### src/rtl/core/swrpm_pkg.sv
`timescale 1ns / 1ps
`default_nettype none
package swrpm_pkg;

	localparam int CFG_IDX_W  = 3;
	localparam int CFG_DATA_W = 24;

	localparam logic [CFG_IDX_W-1:0] CFG_VOLTS_PER_COUNT  = 3'd0;
	localparam logic [CFG_IDX_W-1:0] CFG_COEF_SQRT_TERM   = 3'd1;
	localparam logic [CFG_IDX_W-1:0] CFG_COEF_LINEAR_TERM = 3'd2;
	localparam logic [CFG_IDX_W-1:0] CFG_COEF_OFFSET_TERM = 3'd3;
	localparam logic [CFG_IDX_W-1:0] CFG_REVERSE_FLOOR    = 3'd4;

	localparam logic [23:0] VPC_RESET   = 24'd13519;
	localparam logic [19:0] COEF_A_RST  = 20'sd74567;
	localparam logic [19:0] COEF_B_RST  = 20'sd82169;
	localparam logic [19:0] COEF_C_RST  = -20'sd5607;
	localparam logic [15:0] FLOOR_RESET = 16'd655;

	localparam logic [23:0] POWER_MAX = 24'hFFFFFF;
	localparam logic [14:0] SWR_ONE   = 15'd256;
	localparam logic [14:0] SWR_MAX   = 15'd25574;

	// Accumulator for a*sqrt(V) + b*V, and the rounded power before saturation.
	localparam int ACC_W = 56;
	localparam int P_W   = ACC_W - 14;

	typedef struct packed {
		logic       op;
		logic [9:0] sample;
	} in_item_t;

	typedef struct packed {
		logic [23:0] power;
		logic [14:0] swr;
		logic        swr_valid;
	} out_item_t;

	typedef enum logic [3:0] {
		DP_NOP,
		DP_LOAD,
		DP_DIV_V,
		DP_SQRT_V,
		DP_MAC,
		DP_ROUND,
		DP_REV_CHK,
		DP_DIV_R,
		DP_SQRT_R,
		DP_DIV_S,
		DP_FINISH
	} dp_op_t;

	typedef struct packed {
		dp_op_t     op;
		logic [2:0] idx;
	} dp_cmd_t;

	typedef struct packed {
		logic div_busy;
		logic sqrt_busy;
		logic op_rev;
		logic rev_zero;
		logic rev_sat;
	} dp_stat_t;

endpackage
`default_nettype wire

### src/rtl/core/swrpm_div.sv
`timescale 1ns / 1ps
`default_nettype none
// Restoring divider, one quotient bit per cycle.
module swrpm_div (
	input  wire logic        clk,
	input  wire logic        arst_n,
	input  wire logic        start,
	input  wire logic [63:0] dividend,
	input  wire logic [23:0] divisor,
	output logic             busy,
	output logic [63:0]      quot
);
	logic [23:0] rem_q;
	logic [23:0] dvs_q;
	logic [63:0] quo_q;
	logic [6:0]  cnt_q;
	logic [24:0] rem_sh;
	logic        fits;

	assign rem_sh = {rem_q, quo_q[63]};
	assign fits   = rem_sh >= {1'b0, dvs_q};
	assign busy   = cnt_q != 7'd0;
	assign quot   = quo_q;

	always_ff @(posedge clk or negedge arst_n) begin
		if (!arst_n) begin
			cnt_q <= 7'd0;
		end else if (start) begin
			cnt_q <= 7'd64;
		end else if (busy) begin
			cnt_q <= cnt_q - 7'd1;
		end
	end

	always_ff @(posedge clk) begin
		if (start) begin
			rem_q <= 24'd0;
			dvs_q <= divisor;
			quo_q <= dividend;
		end else if (busy) begin
			rem_q <= fits ? 24'(rem_sh - {1'b0, dvs_q}) : rem_sh[23:0];
			quo_q <= {quo_q[62:0], fits};
		end
	end
endmodule
`default_nettype wire

### src/rtl/core/swrpm_sqrt.sv
`timescale 1ns / 1ps
`default_nettype none
// Integer square root, two radicand bits per cycle.
module swrpm_sqrt (
	input  wire logic        clk,
	input  wire logic        arst_n,
	input  wire logic        start,
	input  wire logic [63:0] radicand,
	output logic             busy,
	output logic [31:0]      root
);
	logic [63:0] rad_q;
	logic [33:0] rem_q;
	logic [31:0] root_q;
	logic [5:0]  cnt_q;
	logic [35:0] rem_sh;
	logic [35:0] trial;
	logic        fits;

	assign rem_sh = {rem_q, rad_q[63:62]};
	assign trial  = {2'b00, root_q, 2'b01};
	assign fits   = rem_sh >= trial;
	assign busy   = cnt_q != 6'd0;
	assign root   = root_q;

	always_ff @(posedge clk or negedge arst_n) begin
		if (!arst_n) begin
			cnt_q <= 6'd0;
		end else if (start) begin
			cnt_q <= 6'd32;
		end else if (busy) begin
			cnt_q <= cnt_q - 6'd1;
		end
	end

	always_ff @(posedge clk) begin
		if (start) begin
			rad_q  <= radicand;
			rem_q  <= 34'd0;
			root_q <= 32'd0;
		end else if (busy) begin
			rad_q  <= {rad_q[61:0], 2'b00};
			rem_q  <= fits ? 34'(rem_sh - trial) : rem_sh[33:0];
			root_q <= {root_q[30:0], fits};
		end
	end
endmodule
`default_nettype wire

### src/rtl/core/swrpm_dp.sv
`timescale 1ns / 1ps
`default_nettype none
module swrpm_dp #(
	parameter int SAMPLE_BITS = 10
) (
	input  wire logic                                clk,
	input  wire logic                                arst_n,
	input  wire swrpm_pkg::dp_cmd_t                  cmd,
	output swrpm_pkg::dp_stat_t                      stat,
	input  wire swrpm_pkg::in_item_t                 in_item,
	output swrpm_pkg::out_item_t                     out_item,
	input  wire logic                                cfg_we,
	input  wire logic [swrpm_pkg::CFG_IDX_W-1:0]     cfg_idx,
	input  wire logic [swrpm_pkg::CFG_DATA_W-1:0]    cfg_data
);
	localparam int ACC_W = swrpm_pkg::ACC_W;
	localparam int P_W   = swrpm_pkg::P_W;
	localparam logic [15:0] SMAX = 16'((32'd1 << SAMPLE_BITS) - 32'd1);
	localparam logic [37:0] RECIP5 = 38'd219902325556;

	logic [23:0]             vpc_q;
	logic signed [19:0]      coef_a_q, coef_b_q, coef_c_q;
	logic [15:0]             floor_q;
	logic [23:0]             fwd_q;
	logic [23:0]             pw_q;
	logic                    op_q;
	logic [45:0]             y_q;
	logic [33:0]             v_q;
	logic signed [36:0]      prod_q;
	logic [5:0]              sh_q;
	logic signed [ACC_W-1:0] acc_q;
	logic signed [P_W-1:0]   p_q;
	swrpm_pkg::out_item_t    res_q;

	// Sample clamp and the volts product.
	logic [15:0] s_raw, s_cl;
	logic [20:0] k14;
	logic [45:0] y_nx;
	always_comb begin
		s_raw = {6'd0, in_item.sample} & SMAX;
		s_cl  = (s_raw == 16'd0) ? 16'd1 : s_raw;
		k14   = 21'({s_cl, 1'b1}) * 21'd14;
		y_nx  = 46'(k14) * 46'(vpc_q) + 46'd1280;
	end

	// Volts scaling. y/2560 equals floor(y/512)/5, and the divide by five is a
	// multiply by ceil(2^40/5), exact for dividends below 2^38. The product is
	// built from one 16-bit slice of the dividend per cycle, top slice first.
	logic [47:0] vx_q;
	logic [73:0] vacc_q;
	logic [1:0]  vcnt_q;
	logic        v_busy;
	logic [53:0] v_part;
	logic [33:0] v_nx;
	assign v_busy = vcnt_q != 2'd0;
	assign v_part = 54'(vx_q[47:32]) * 54'(RECIP5);
	assign v_nx   = vacc_q[73:40];

	always_ff @(posedge clk or negedge arst_n) begin
		if (!arst_n) begin
			vcnt_q <= 2'd0;
		end else if (cmd.op == swrpm_pkg::DP_DIV_V) begin
			vcnt_q <= 2'd3;
		end else if (v_busy) begin
			vcnt_q <= vcnt_q - 2'd1;
		end
	end

	always_ff @(posedge clk) begin
		if (cmd.op == swrpm_pkg::DP_DIV_V) begin
			vx_q   <= {11'd0, y_q[45:9]};
			vacc_q <= '0;
		end else if (v_busy) begin
			vx_q   <= vx_q << 16;
			vacc_q <= (vacc_q << 16) + 74'(v_part);
		end
	end

	// Shared units.
	logic        div_start, sqrt_start;
	logic [63:0] div_dividend, sqrt_rad, quot;
	logic [23:0] div_divisor;
	logic [31:0] root;
	logic        div_busy, sqrt_busy;
	logic [16:0] g, den;
	logic [26:0] swr_num;

	always_comb begin
		g       = root[16:0];
		den     = 17'd65536 - g;
		swr_num = 27'((17'd65536 + g)) * 27'd512 + 27'(den);
		div_start    = 1'b0;
		sqrt_start   = 1'b0;
		div_dividend = {8'd0, pw_q, 32'd0};
		div_divisor  = fwd_q;
		sqrt_rad     = {14'd0, v_nx, 16'd0};
		case (cmd.op)
			swrpm_pkg::DP_SQRT_V: sqrt_start = 1'b1;
			swrpm_pkg::DP_DIV_R: div_start = 1'b1;
			swrpm_pkg::DP_SQRT_R: begin
				sqrt_start = 1'b1;
				sqrt_rad   = {32'd0, quot[31:0]};
			end
			swrpm_pkg::DP_DIV_S: begin
				div_start    = 1'b1;
				div_dividend = 64'(swr_num);
				div_divisor  = 24'({den, 1'b0});
			end
			default: ;
		endcase
	end

	swrpm_div u_div (
		.clk(clk), .arst_n(arst_n), .start(div_start), .dividend(div_dividend),
		.divisor(div_divisor), .busy(div_busy), .quot(quot)
	);

	swrpm_sqrt u_sqrt (
		.clk(clk), .arst_n(arst_n), .start(sqrt_start), .radicand(sqrt_rad),
		.busy(sqrt_busy), .root(root)
	);

	// Partial product selection: a*sqrt(V) in two slices, b*V in three.
	logic signed [19:0] mul_coef;
	logic [15:0]        mul_chunk;
	logic [5:0]         mul_sh;
	logic signed [36:0] mul_p;
	always_comb begin
		mul_coef  = coef_a_q;
		mul_chunk = 16'd0;
		mul_sh    = 6'd0;
		case (cmd.idx)
			3'd0: mul_chunk = root[15:0];
			3'd1: begin mul_chunk = root[31:16]; mul_sh = 6'd16; end
			3'd2: begin mul_coef = coef_b_q; mul_chunk = v_q[15:0]; end
			3'd3: begin mul_coef = coef_b_q; mul_chunk = v_q[31:16]; mul_sh = 6'd16; end
			3'd4: begin mul_coef = coef_b_q; mul_chunk = {14'd0, v_q[33:32]}; mul_sh = 6'd32; end
			default: ;
		endcase
		mul_p = mul_coef * $signed({1'b0, mul_chunk});
	end

	logic signed [ACC_W-1:0] prod_ext;
	assign prod_ext = $signed({{(ACC_W-37){prod_q[36]}}, prod_q}) <<< sh_q;

	// Round half away from zero, then add the offset.
	logic [ACC_W-1:0]      acc_mag;
	logic [ACC_W-17:0]     rnd;
	logic signed [P_W-1:0] lin, p_nx;
	always_comb begin
		acc_mag = acc_q[ACC_W-1] ? ACC_W'(-acc_q) : ACC_W'(acc_q);
		rnd     = (ACC_W-16)'((acc_mag + ACC_W'(32768)) >> 16);
		lin     = acc_q[ACC_W-1] ? -$signed(P_W'(rnd)) : $signed(P_W'(rnd));
		p_nx    = lin + P_W'(coef_c_q);
	end

	logic [23:0] p_sat;
	logic        p_below;
	always_comb begin
		if (p_q < 0) p_sat = 24'd0;
		else if (p_q > $signed(P_W'(swrpm_pkg::POWER_MAX))) p_sat = swrpm_pkg::POWER_MAX;
		else p_sat = p_q[23:0];
		p_below = p_q < $signed(P_W'(floor_q));
	end

	logic [14:0] swr_q;
	always_comb begin
		if (quot > 64'(swrpm_pkg::SWR_MAX)) swr_q = swrpm_pkg::SWR_MAX;
		else if (quot < 64'(swrpm_pkg::SWR_ONE)) swr_q = swrpm_pkg::SWR_ONE;
		else swr_q = quot[14:0];
	end

	// The volts scaling reports through the divider busy flag.
	assign stat.div_busy  = div_busy || v_busy;
	assign stat.sqrt_busy = sqrt_busy;
	assign stat.op_rev    = op_q;
	assign stat.rev_zero  = pw_q == 24'd0;
	assign stat.rev_sat   = (fwd_q == 24'd0) || (pw_q >= fwd_q);
	assign out_item       = res_q;

	always_ff @(posedge clk or negedge arst_n) begin
		if (!arst_n) begin
			vpc_q    <= swrpm_pkg::VPC_RESET;
			coef_a_q <= swrpm_pkg::COEF_A_RST;
			coef_b_q <= swrpm_pkg::COEF_B_RST;
			coef_c_q <= swrpm_pkg::COEF_C_RST;
			floor_q  <= swrpm_pkg::FLOOR_RESET;
			fwd_q    <= 24'd0;
		end else begin
			if (cfg_we) begin
				unique case (cfg_idx)
					swrpm_pkg::CFG_VOLTS_PER_COUNT:  vpc_q    <= cfg_data;
					swrpm_pkg::CFG_COEF_SQRT_TERM:   coef_a_q <= cfg_data[19:0];
					swrpm_pkg::CFG_COEF_LINEAR_TERM: coef_b_q <= cfg_data[19:0];
					swrpm_pkg::CFG_COEF_OFFSET_TERM: coef_c_q <= cfg_data[19:0];
					swrpm_pkg::CFG_REVERSE_FLOOR:    floor_q  <= cfg_data[15:0];
					default: ;
				endcase
			end
			if (cmd.op == swrpm_pkg::DP_FINISH && !op_q) begin
				fwd_q <= p_sat;
			end
		end
	end

	always_ff @(posedge clk) begin
		case (cmd.op)
			swrpm_pkg::DP_LOAD: begin
				op_q <= in_item.op;
				y_q  <= y_nx;
			end
			swrpm_pkg::DP_SQRT_V: v_q <= v_nx;
			swrpm_pkg::DP_MAC: begin
				prod_q <= mul_p;
				sh_q   <= mul_sh;
				acc_q  <= (cmd.idx == 3'd0) ? '0 : acc_q + prod_ext;
			end
			swrpm_pkg::DP_ROUND: p_q <= p_nx;
			swrpm_pkg::DP_REV_CHK: pw_q <= p_below ? 24'd0 : p_sat;
			swrpm_pkg::DP_FINISH: begin
				if (!op_q) begin
					res_q.power     <= p_sat;
					res_q.swr       <= swrpm_pkg::SWR_ONE;
					res_q.swr_valid <= 1'b0;
				end else begin
					res_q.power     <= pw_q;
					res_q.swr_valid <= 1'b1;
					if (pw_q == 24'd0) res_q.swr <= swrpm_pkg::SWR_ONE;
					else if (stat.rev_sat) res_q.swr <= swrpm_pkg::SWR_MAX;
					else res_q.swr <= swr_q;
				end
			end
			default: ;
		endcase
	end
endmodule
`default_nettype wire

### src/rtl/core/swrpm_ctrl.sv
`timescale 1ns / 1ps
`default_nettype none
module swrpm_ctrl (
	input  wire logic                clk,
	input  wire logic                arst_n,
	input  wire logic                in_valid,
	output logic                     in_ready,
	output logic                     out_valid,
	input  wire logic                out_ready,
	output swrpm_pkg::dp_cmd_t       cmd,
	input  wire swrpm_pkg::dp_stat_t stat
);
	typedef enum logic [3:0] {
		S_IDLE, S_DIV_V, S_WAIT_V, S_SQRT_V, S_WSQ_V, S_MAC, S_ROUND, S_REV_CHK,
		S_REV_DEC, S_DIV_R, S_WAIT_R, S_SQRT_R, S_WSQ_R, S_DIV_S, S_WAIT_S, S_FIN
	} state_t;

	state_t     state_q;
	logic [2:0] mac_q;
	logic       out_valid_q;
	logic       fin_go;

	assign in_ready  = state_q == S_IDLE;
	assign out_valid = out_valid_q;
	assign fin_go    = !out_valid_q || out_ready;

	always_comb begin
		cmd.op  = swrpm_pkg::DP_NOP;
		cmd.idx = mac_q;
		unique case (state_q)
			S_IDLE:    if (in_valid) cmd.op = swrpm_pkg::DP_LOAD;
			S_DIV_V:   cmd.op = swrpm_pkg::DP_DIV_V;
			S_SQRT_V:  cmd.op = swrpm_pkg::DP_SQRT_V;
			S_MAC:     cmd.op = swrpm_pkg::DP_MAC;
			S_ROUND:   cmd.op = swrpm_pkg::DP_ROUND;
			S_REV_CHK: cmd.op = swrpm_pkg::DP_REV_CHK;
			S_DIV_R:   cmd.op = swrpm_pkg::DP_DIV_R;
			S_SQRT_R:  cmd.op = swrpm_pkg::DP_SQRT_R;
			S_DIV_S:   cmd.op = swrpm_pkg::DP_DIV_S;
			S_FIN:     if (fin_go) cmd.op = swrpm_pkg::DP_FINISH;
			default: ;
		endcase
	end

	always_ff @(posedge clk or negedge arst_n) begin
		if (!arst_n) begin
			state_q     <= S_IDLE;
			mac_q       <= 3'd0;
			out_valid_q <= 1'b0;
		end else begin
			if (out_valid_q && out_ready) out_valid_q <= 1'b0;
			unique case (state_q)
				S_IDLE:   if (in_valid) state_q <= S_DIV_V;
				S_DIV_V:  state_q <= S_WAIT_V;
				S_WAIT_V: if (!stat.div_busy) state_q <= S_SQRT_V;
				S_SQRT_V: state_q <= S_WSQ_V;
				S_WSQ_V: begin
					if (!stat.sqrt_busy) begin
						state_q <= S_MAC;
						mac_q   <= 3'd0;
					end
				end
				S_MAC: begin
					mac_q <= mac_q + 3'd1;
					if (mac_q == 3'd5) state_q <= S_ROUND;
				end
				S_ROUND:   state_q <= stat.op_rev ? S_REV_CHK : S_FIN;
				S_REV_CHK: state_q <= S_REV_DEC;
				S_REV_DEC: state_q <= (stat.rev_zero || stat.rev_sat) ? S_FIN : S_DIV_R;
				S_DIV_R:   state_q <= S_WAIT_R;
				S_WAIT_R:  if (!stat.div_busy) state_q <= S_SQRT_R;
				S_SQRT_R:  state_q <= S_WSQ_R;
				S_WSQ_R:   if (!stat.sqrt_busy) state_q <= S_DIV_S;
				S_DIV_S:   state_q <= S_WAIT_S;
				S_WAIT_S:  if (!stat.div_busy) state_q <= S_FIN;
				S_FIN: begin
					if (fin_go) begin
						out_valid_q <= 1'b1;
						state_q     <= S_IDLE;
					end
				end
				default: state_q <= S_IDLE;
			endcase
		end
	end
endmodule
`default_nettype wire

### src/rtl/core/swr_power_meter_calc_top.sv
`timescale 1ns / 1ps
`default_nettype none
// Forward/reflected power and SWR meter.
// The input channel (in_valid/in_ready/in_item) takes one item per detector
// reading: op selects a forward sample (stored as the forward power) or a
// reverse sample (which also yields an SWR figure). Each item gives exactly one
// result item on the output channel (out_valid/out_ready/out_item).
// One item is worked on at a time. A forward item runs a sliced reciprocal
// multiply for the volts scaling, a square root and the multiply-accumulate
// steps. A reverse item with zero power or a ratio at or above one skips the
// SWR path. A reverse item that needs the full SWR path runs the 64-step
// divider twice and the root unit once more. The next item can be accepted
// once the result is registered, as the controller returns to idle when it
// registers the result. Configuration registers are written through
// cfg_we/cfg_idx/cfg_data; the user must write them only while no item is in
// flight, as the block itself does not enforce this. Reset clears the stored
// forward power and loads the default calibration. A finished result sits in
// an output register; while the receiver stalls, the next item is still
// accepted and computed, and it waits for the output register to empty
// before being published.
module swr_power_meter_calc_top #(
	parameter int SAMPLE_BITS = 10
) (
	input  wire logic                             clk,
	input  wire logic                             arst_n,
	input  wire logic                             in_valid,
	output logic                                  in_ready,
	input  wire swrpm_pkg::in_item_t              in_item,
	output logic                                  out_valid,
	input  wire logic                             out_ready,
	output swrpm_pkg::out_item_t                  out_item,
	input  wire logic                             cfg_we,
	input  wire logic [swrpm_pkg::CFG_IDX_W-1:0]  cfg_idx,
	input  wire logic [swrpm_pkg::CFG_DATA_W-1:0] cfg_data
);
	swrpm_pkg::dp_cmd_t  cmd;
	swrpm_pkg::dp_stat_t stat;

	// The controller sequences the steps; the datapath owns all arithmetic.
	swrpm_ctrl u_ctrl (
		.clk(clk), .arst_n(arst_n), .in_valid(in_valid), .in_ready(in_ready),
		.out_valid(out_valid), .out_ready(out_ready), .cmd(cmd), .stat(stat)
	);

	swrpm_dp #(.SAMPLE_BITS(SAMPLE_BITS)) u_dp (
		.clk(clk), .arst_n(arst_n), .cmd(cmd), .stat(stat), .in_item(in_item),
		.out_item(out_item), .cfg_we(cfg_we), .cfg_idx(cfg_idx), .cfg_data(cfg_data)
	);
endmodule
`default_nettype wire

### config.mk
export PLATFORM = sky130hd
export DESIGN_NAME = swr_power_meter_calc_top
export DESIGN_NICKNAME = d
export VERILOG_FILES = /design/src/rtl/core/swrpm_pkg.sv /design/src/rtl/core/swrpm_div.sv /design/src/rtl/core/swrpm_sqrt.sv /design/src/rtl/core/swrpm_dp.sv /design/src/rtl/core/swrpm_ctrl.sv /design/src/rtl/core/swr_power_meter_calc_top.sv
export SDC_FILE = /design/constraint.sdc
export NUM_CORES = 2
export LEC_CHECK = 0
export ABC_AREA = 1
export BUFFER_PORTS_ARGS = -buffer_cell sky130_fd_sc_hd__buf_4
export CORE_ASPECT_RATIO = 1.4
export CORE_MARGIN = 2
export CORE_UTILIZATION = 60
export CTS_BUF_LIST = sky130_fd_sc_hd__clkbuf_2
export DETAILED_ROUTE_END_ITERATION = 7
export PLACE_DENSITY_LB_ADDON = 0.08
export RECOVER_POWER = 50
export SYNTH_ARGS = -nofsm -noshare
export SYNTH_HDL_FRONTEND = slang
export SYNTH_SLANG_ARGS = --single-unit
export TNS_END_PERCENT = 50
### constraint.sdc
create_clock -name clk -period 11 [get_ports clk]
set_input_delay 1.1 -clock clk [delete_from_list [all_inputs] [get_ports clk]]
set_output_delay 1.1 -clock clk [all_outputs]
set_load 0.01 [all_outputs]
**After elaboration in Yosys (flattened, before gate mapping)**

Cells that the tools add are included.
W data, S select, Z words.

- Multipliers: 4
- Add/sub/neg operators: 16
- Div/mod/pow operators: 0
- Shift-type cells: 1
- Bitwise logic cells: 1
- Reduce and logical (&&, ||, !) cells: 34
- Equal/unequal tests: 42
- $lt $le $gt $ge: 8
- Muxes and demuxes: 51

Operator list:

| kind | count |
|---|---|
| $mux W64 | 4 |
| $mux W56 | 2 |
| $pmux W16 S5 | 1 |
| $add A74 B54 Y74 | 1 |
| $mux W37 | 2 |
| $mux W24 | 3 |
| $gt A64 B15 Y1 const B | 1 |
| $lt A64 B9 Y1 const B | 1 |
| $pmux W4 S16 | 1 |
| $mux W15 | 4 |
| $add A56 B16 Y56 const B | 1 |
| $add A56 B56 Y56 | 1 |
| $neg A56 Y56 | 1 |
| $sshl A37 B6 Y56 | 1 |
| $mul A16 B36 Y52 const B | 1 |
| $mux W50 | 1 |
| $logic_not A24 Y1 | 2 |
| $add A45 B11 Y46 const B | 1 |
| $eq A4 B4 Y1 const B | 11 |
| $mul A20 B24 Y44 | 1 |
| $add A42 B20 Y42 | 1 |
| $gt A42 B25 Y1 const B | 1 |
| $lt A42 B1 Y1 const B | 1 |
| $lt A42 B17 Y1 | 1 |
| 53 further kinds | 112 |

- Register bits after elaboration: 797
- Memory bits (read-only): 0
- Latch bits: 0
- RAM bits: 0
- Memories: 0
- Output and inout bits: 42

**Depth between registers and ports, before layout**

- Word-level depth: 8
- Depth in mapped cells: 62
- Depth with buffers taken out: 60

**Cells and area by module**

Synthesis repeated with hierarchy kept, for this count alone.

- Cells, all modules: 10485
- Area, all modules: 79490.0 um^2

By module, submodules not included:

| module | seq. area each (um^2) | area an instance (um^2) | cells an instance | times used |
|---|---|---|---|---|
| swrpm_dp | 13997.2 | 63702.3 | 8318 | 1 |
| swrpm_sqrt | 3393.3 | 8326.7 | 1186 | 1 |
| swrpm_div | 3298.2 | 6810.3 | 891 | 1 |
| swrpm_ctrl | 200.2 | 650.6 | 90 | 1 |

**Worst setup path before layout**

Ideal clock, no wire load.

- Kind: input port to flip-flop
- Start: in in_item[2] (netlist bit)
- End: reg u_dp.y_q[27] (data pin)
- Setup slack: 734 ps
- Setup time: 258 ps
- Arrival: 10008 ps
- Stages: 49
- Cells stage by stage: inv_1 > ha_1 > nand3_1 > nor2_2 > nand2_4 > nand2_4 > inv_1 > clkbuf_1 > ha_1 > ha_1 > ha_1 > inv_1 > o21bai_1 > nand2_1 > nand2_1 > nand2_1 > nand2_1 > nand2_1 > [13 not listed] > ha_1 > fa_1 > fa_1 > inv_1 > fa_1 > inv_1 > ha_1 > nand2_1 > nor2_1 > nand2_1 > o31ai_2 > xor2_1 > inv_1 > nor2_1 > nand3_1 > nor2_1 > nand3_1 > xor2_1

- Longest elaborated chain between the ends: 5

RTL lines:

| what | RTL line | RTL |
|---|---|---|
| from (decl) | swr_power_meter_calc_top.sv:28 | `input wire swrpm_pkg::in_item_t in_item,` |
| $logic_not A16 Y1 | swrpm_dp.sv:41 | `s_cl = (s_raw == 16'd0) ? 16'd1 : s_raw;` |
| $mux W10 (*) | swrpm_dp.sv:41 |  |
| $mul A17 B3 Y20 (*) | swrpm_dp.sv:42 | `k14 = 21'({s_cl, 1'b1}) * 21'd14;` |
| $mul A20 B24 Y44 (*) | swrpm_dp.sv:43 | `y_nx = 46'(k14) * 46'(vpc_q) + 46'd1280;` |
| $add A45 B11 Y46 (*) | swrpm_dp.sv:43 |  |
| named net u_dp.y_nx[27] | swrpm_dp.sv:38 | `logic [45:0] y_nx;` |
| to (signal assigned) | swrpm_dp.sv:210 | `y_q <= y_nx;` |
| to (decl) | swrpm_dp.sv:27 | `logic [45:0] y_q;` |

The timed path passes the listed nets; every way through them passes the cells marked *.
A chain may end at the register's enable or synchronous reset.

**Worst setup path after layout**

- Start: reg u_dp.vx_q[33]
- End: reg u_dp.vacc_q[47]

- Longest elaborated chain between the ends: 2

RTL lines:

| what | RTL line | RTL |
|---|---|---|
| from (decl) | swrpm_dp.sv:49 | `logic [47:0] vx_q;` |
| from (signal assigned) | swrpm_dp.sv:71 | `vx_q <= {11'd0, y_q[45:9]};` |
| from (signal assigned) | swrpm_dp.sv:74 | `vx_q <= vx_q << 16;` |
| $mul A16 B36 Y52 | swrpm_dp.sv:56 | `assign v_part = 54'(vx_q[47:32]) * 54'(RECIP5);` |
| $add A74 B54 Y74 | swrpm_dp.sv:75 | `vacc_q <= (vacc_q << 16) + 74'(v_part);` |
| to (signal assigned) | swrpm_dp.sv:75 |  |
| to (decl) | swrpm_dp.sv:50 | `logic [73:0] vacc_q;` |

Every way passes these cells.

==> run summary <==
R2r startpoint: u_dp.vx_q[33]
HPWL after DPL: 197100 um
GRT met2 Usage: 63.31%
Remaining Overflow, GRT: 0
Yosys reg bits: 779
Global-route wire length before repair: 381700 um
Yosys cell types: 81
Worst path arrival time: 11.37 ns
Syn nets: 11440
Most common cell after layout, fill and taps aside: nand2_1
Core Area: 130400 um2
Via density: 5.635
# IOs: 85
Pins Over Slew Limit: 870
Gr usage total: 36.95%
Cell mode on critical path: inv_1
Row count: 157
Synth Flop Type: edfxtp_1
Worst Reg2Reg Path Length in Cells: 36
EDFF count, synth: 459
Worst EP required: 12.70 ns
Fillers: 11730
Critical-path top delay cell: a21boi_0
Vias in the first global route: 70220
Die footprint: 134200 um2
Sequential area share after synthesis: 26.65%
Die H: 432.6 um
Gpl congestion: 1.007
Clock buffer count from CTS: 191
Vias: 68520
Synth Instances: 10070
Worst relative slew slack: -177.5%
Initial DRC Count: 5118
Commonest cells after routing, fill and taps aside: 2111 x nand2_1, 1961 x inv_1, 1019 x nor2_1, 677 x fa_1, 651 x ha_1
Setup crit start kind: flip-flop
Clk_lat worst skew: 1.81 ns
Detail Route Antenna Nets: 0
Detailed Route WL: 244500 um
RSZ-0062 raised after global routing: no
Placed inst area: 81460 um2
Die Wd: 310.2 um
Critical Path Start: u_dp.vx_q[33]
Clock skew: 0.2248 ns
Busiest layer in global routing: met2
Buffers on Ports: 84
Largest net degree at the start of global routing: 81
Layout cell share with drive strength beyond 1: 6.681%
CP endpoint: u_dp.vacc_q[47]
Max frequency: 0.1034 GHz
Critical path endpoint category: flip-flop
Initial Util: 60.36%
Outcome: finished, violations left
Failing checks: capacitance limit, slew limit
Initial antenna violation count: 6
Root Buffer: clkbuf_2
Synthesized area: 78730 um2
Number of remaining DRC errors: 0
Largest fanout on the critical path: 6
Clk slew on worst S/H paths: 0.10 ns
Placed cell count: 11750
Number of H-tree levels: 4
Non-Filler Instances: 12160
Fin. Hold Viols: 0
Clock sinks: 779
Final Critical Period: 9.675 ns
Synth-to-Final Area Change: 6.359%
Share of synthesized registers carrying an async set or reset: 18.87%
Worst r2r dst: u_dp.vacc_q[47]
Largest buffer count on any clock path: 3
Setup TNS: 0 ns
Slew @ Worst Pin: 4.163 ns
Max-cap violations: 19
1st-pass router iterations: 8
Setup violations, final: 0
CTS tree: done
Largest stage delay, worst path: 0.58 ns
Cell area after layout: 83740 um2
Met3 Use GR: 6.319%
Crit path kind: reg2reg
Setup slack, reg-to-reg: 1.33 ns
Post-cts resize count: 0
Final period util: 87.95%
HP Class: in2reg
DR WL/cell: 20.11 um
Mean Syn Cell Area: 7.822 um2
Met1 Use GR: 42.96%
Final #Nets: 11610
YS warnings: 0
-- Yosys cell counts (all sizes together), types with 6 or more instances --
cell type | number | share of area (%)
nand2 | 2164 | 11
inv | 1972 | 9.4
nor2 | 1081 | 5.5
fa | 677 | 17
o21ai | 670 | 4.3
ha | 651 | 10
a21oi | 556 | 3.5
edfxtp | 459 | 18
nand3 | 280 | 1.9
clkbuf | 223 | 1.1
xor2 | 176 | 2.0
dfxtp | 173 | 4.4
xnor2 | 126 | 1.4
dfrtp | 104 | 3.3
nand4 | 86 | 0.69
a31oi | 82 | 0.65
nor3 | 73 | 0.50
nor4 | 53 | 0.42
o21a | 46 | 0.44
dfstp | 43 | 1.4
a22oi | 40 | 0.38
o221ai | 32 | 0.36
buf | 26 | 0.15
o211ai | 26 | 0.25
a21boi | 25 | 0.24
o21bai | 23 | 0.23
a221oi | 19 | 0.21
nand3b | 19 | 0.18
or2 | 17 | 0.14
a211oi | 16 | 0.15
a21o | 16 | 0.15
a32o | 15 | 0.19
clkinv | 15 | 0.073
o22ai | 14 | 0.11
and2 | 13 | 0.10
mux2i | 8 | 0.10
a22o | 6 | 0.067
o32ai | 6 | 0.067
-- cells by family after synthesis --
group / synth area share, %
muxes: 0.1017
other: 0.004763
AOI/OAI and AO/OA: 11.54
xor gates and xnor gates: 3.388
buffers and inverters: 10.69
adders and majority gates: 27.56
DFF: 26.65
and+or+nand+nor: 20.07
-- layer usage --
layer	wire, um	up-vias
met4	16970	4
met5	24	-
met1	92500	32760
li1	-	32470
met3	15680	736
met2	119400	2549
-- flip-flops by register name (all words and copies together), names as in the netlist, 24 cells and up --
name,count
u_dp.pw_q,24
u_dp.p_q,42
u_dp.u_div.dvs_q,24
u_dp.prod_q,37
u_dp.y_q,34
u_dp.v_q,34
u_dp.u_sqrt.rad_q,64
u_dp.out_item,40
u_dp.u_sqrt.root,32
u_dp.fwd_q,24
u_dp.acc_q,56
u_dp.u_div.quot,64
u_dp.vacc_q,72
u_dp.u_div.rem_q,24
u_dp.vpc_q,24
u_dp.u_sqrt.rem_q,34
u_dp.vx_q,48
-- area by class of cell --
cell class	instances	area [um2]	share of cell area, %
well taps	1749	2188	2.613
inverters	1987	7462	8.911
clock buffers	282	1411	1.685
diodes	8	20.02	0.02391
flip-flops and latches	779	20980	25.05
repair buffers	228	1719	2.053
multi-input cells	7050	49390	58.99
clock inverters	77	564.3	0.6739
-- how the worst min path moves through the flow --
| stage | from | to | slack, ns | cells past startpoint |
|---|---|---|---|---|
| 2_1_floorplan | u_dp.vacc_q[52] | u_dp.v_q[12] | 0.41 | 0 |
| 3_3_place_gp | u_dp.vx_q[22] | u_dp.vx_q[38] | 0.42 | 2 |
| 3_5_place_dp | u_dp.vx_q[27] | u_dp.vx_q[43] | 0.43 | 2 |
| 4_1_cts | cfg_we | u_dp.vpc_q[2] | 0.01 | 6 |
| 5_1_grt | cfg_data[23] | u_dp.vpc_q[23] | 0.15 | 4 |
| 6_report | cfg_data[23] | u_dp.vpc_q[23] | 0.18 | 4 |
-- stage by stage --
| step | hold slack (ns) | util (%) | setup WS [ns] |
|---|---|---|---|
| final | 0.1756 | 64.20 | 1.325 |
| after global routing | 0.1489 | 64.19 | 0.8793 |
| after CTS | 0.01301 | 64.29 | 1.400 |
| after detailed placement | 0.4348 | 62.46 | 0.1043 |
| after global placement | 0.4245 | 62.46 | 0.2177 |
| after floorplan | 0.4082 | - | 0.7336 |
-- what timing repair did --
action | 4_1_cts | 5_1_grt
hold endpoints to repair | 164 | 0
hold buffers | 40 | 0
buffers inserted | 0 | 0
-- critical path, delay by kind of cell, from the launching register on --
family          cells  cell delay (ns)
flops               1             0.56
xor+xnor            1             0.21
compound gates     15             4.25
fa+ha+maj           8             3.62
buf+inv             7             0.42
simple gates        5             0.60
Power is not shown: default switching activity piles up to over one toggle a cycle in this logic, so the estimate is an artifact.
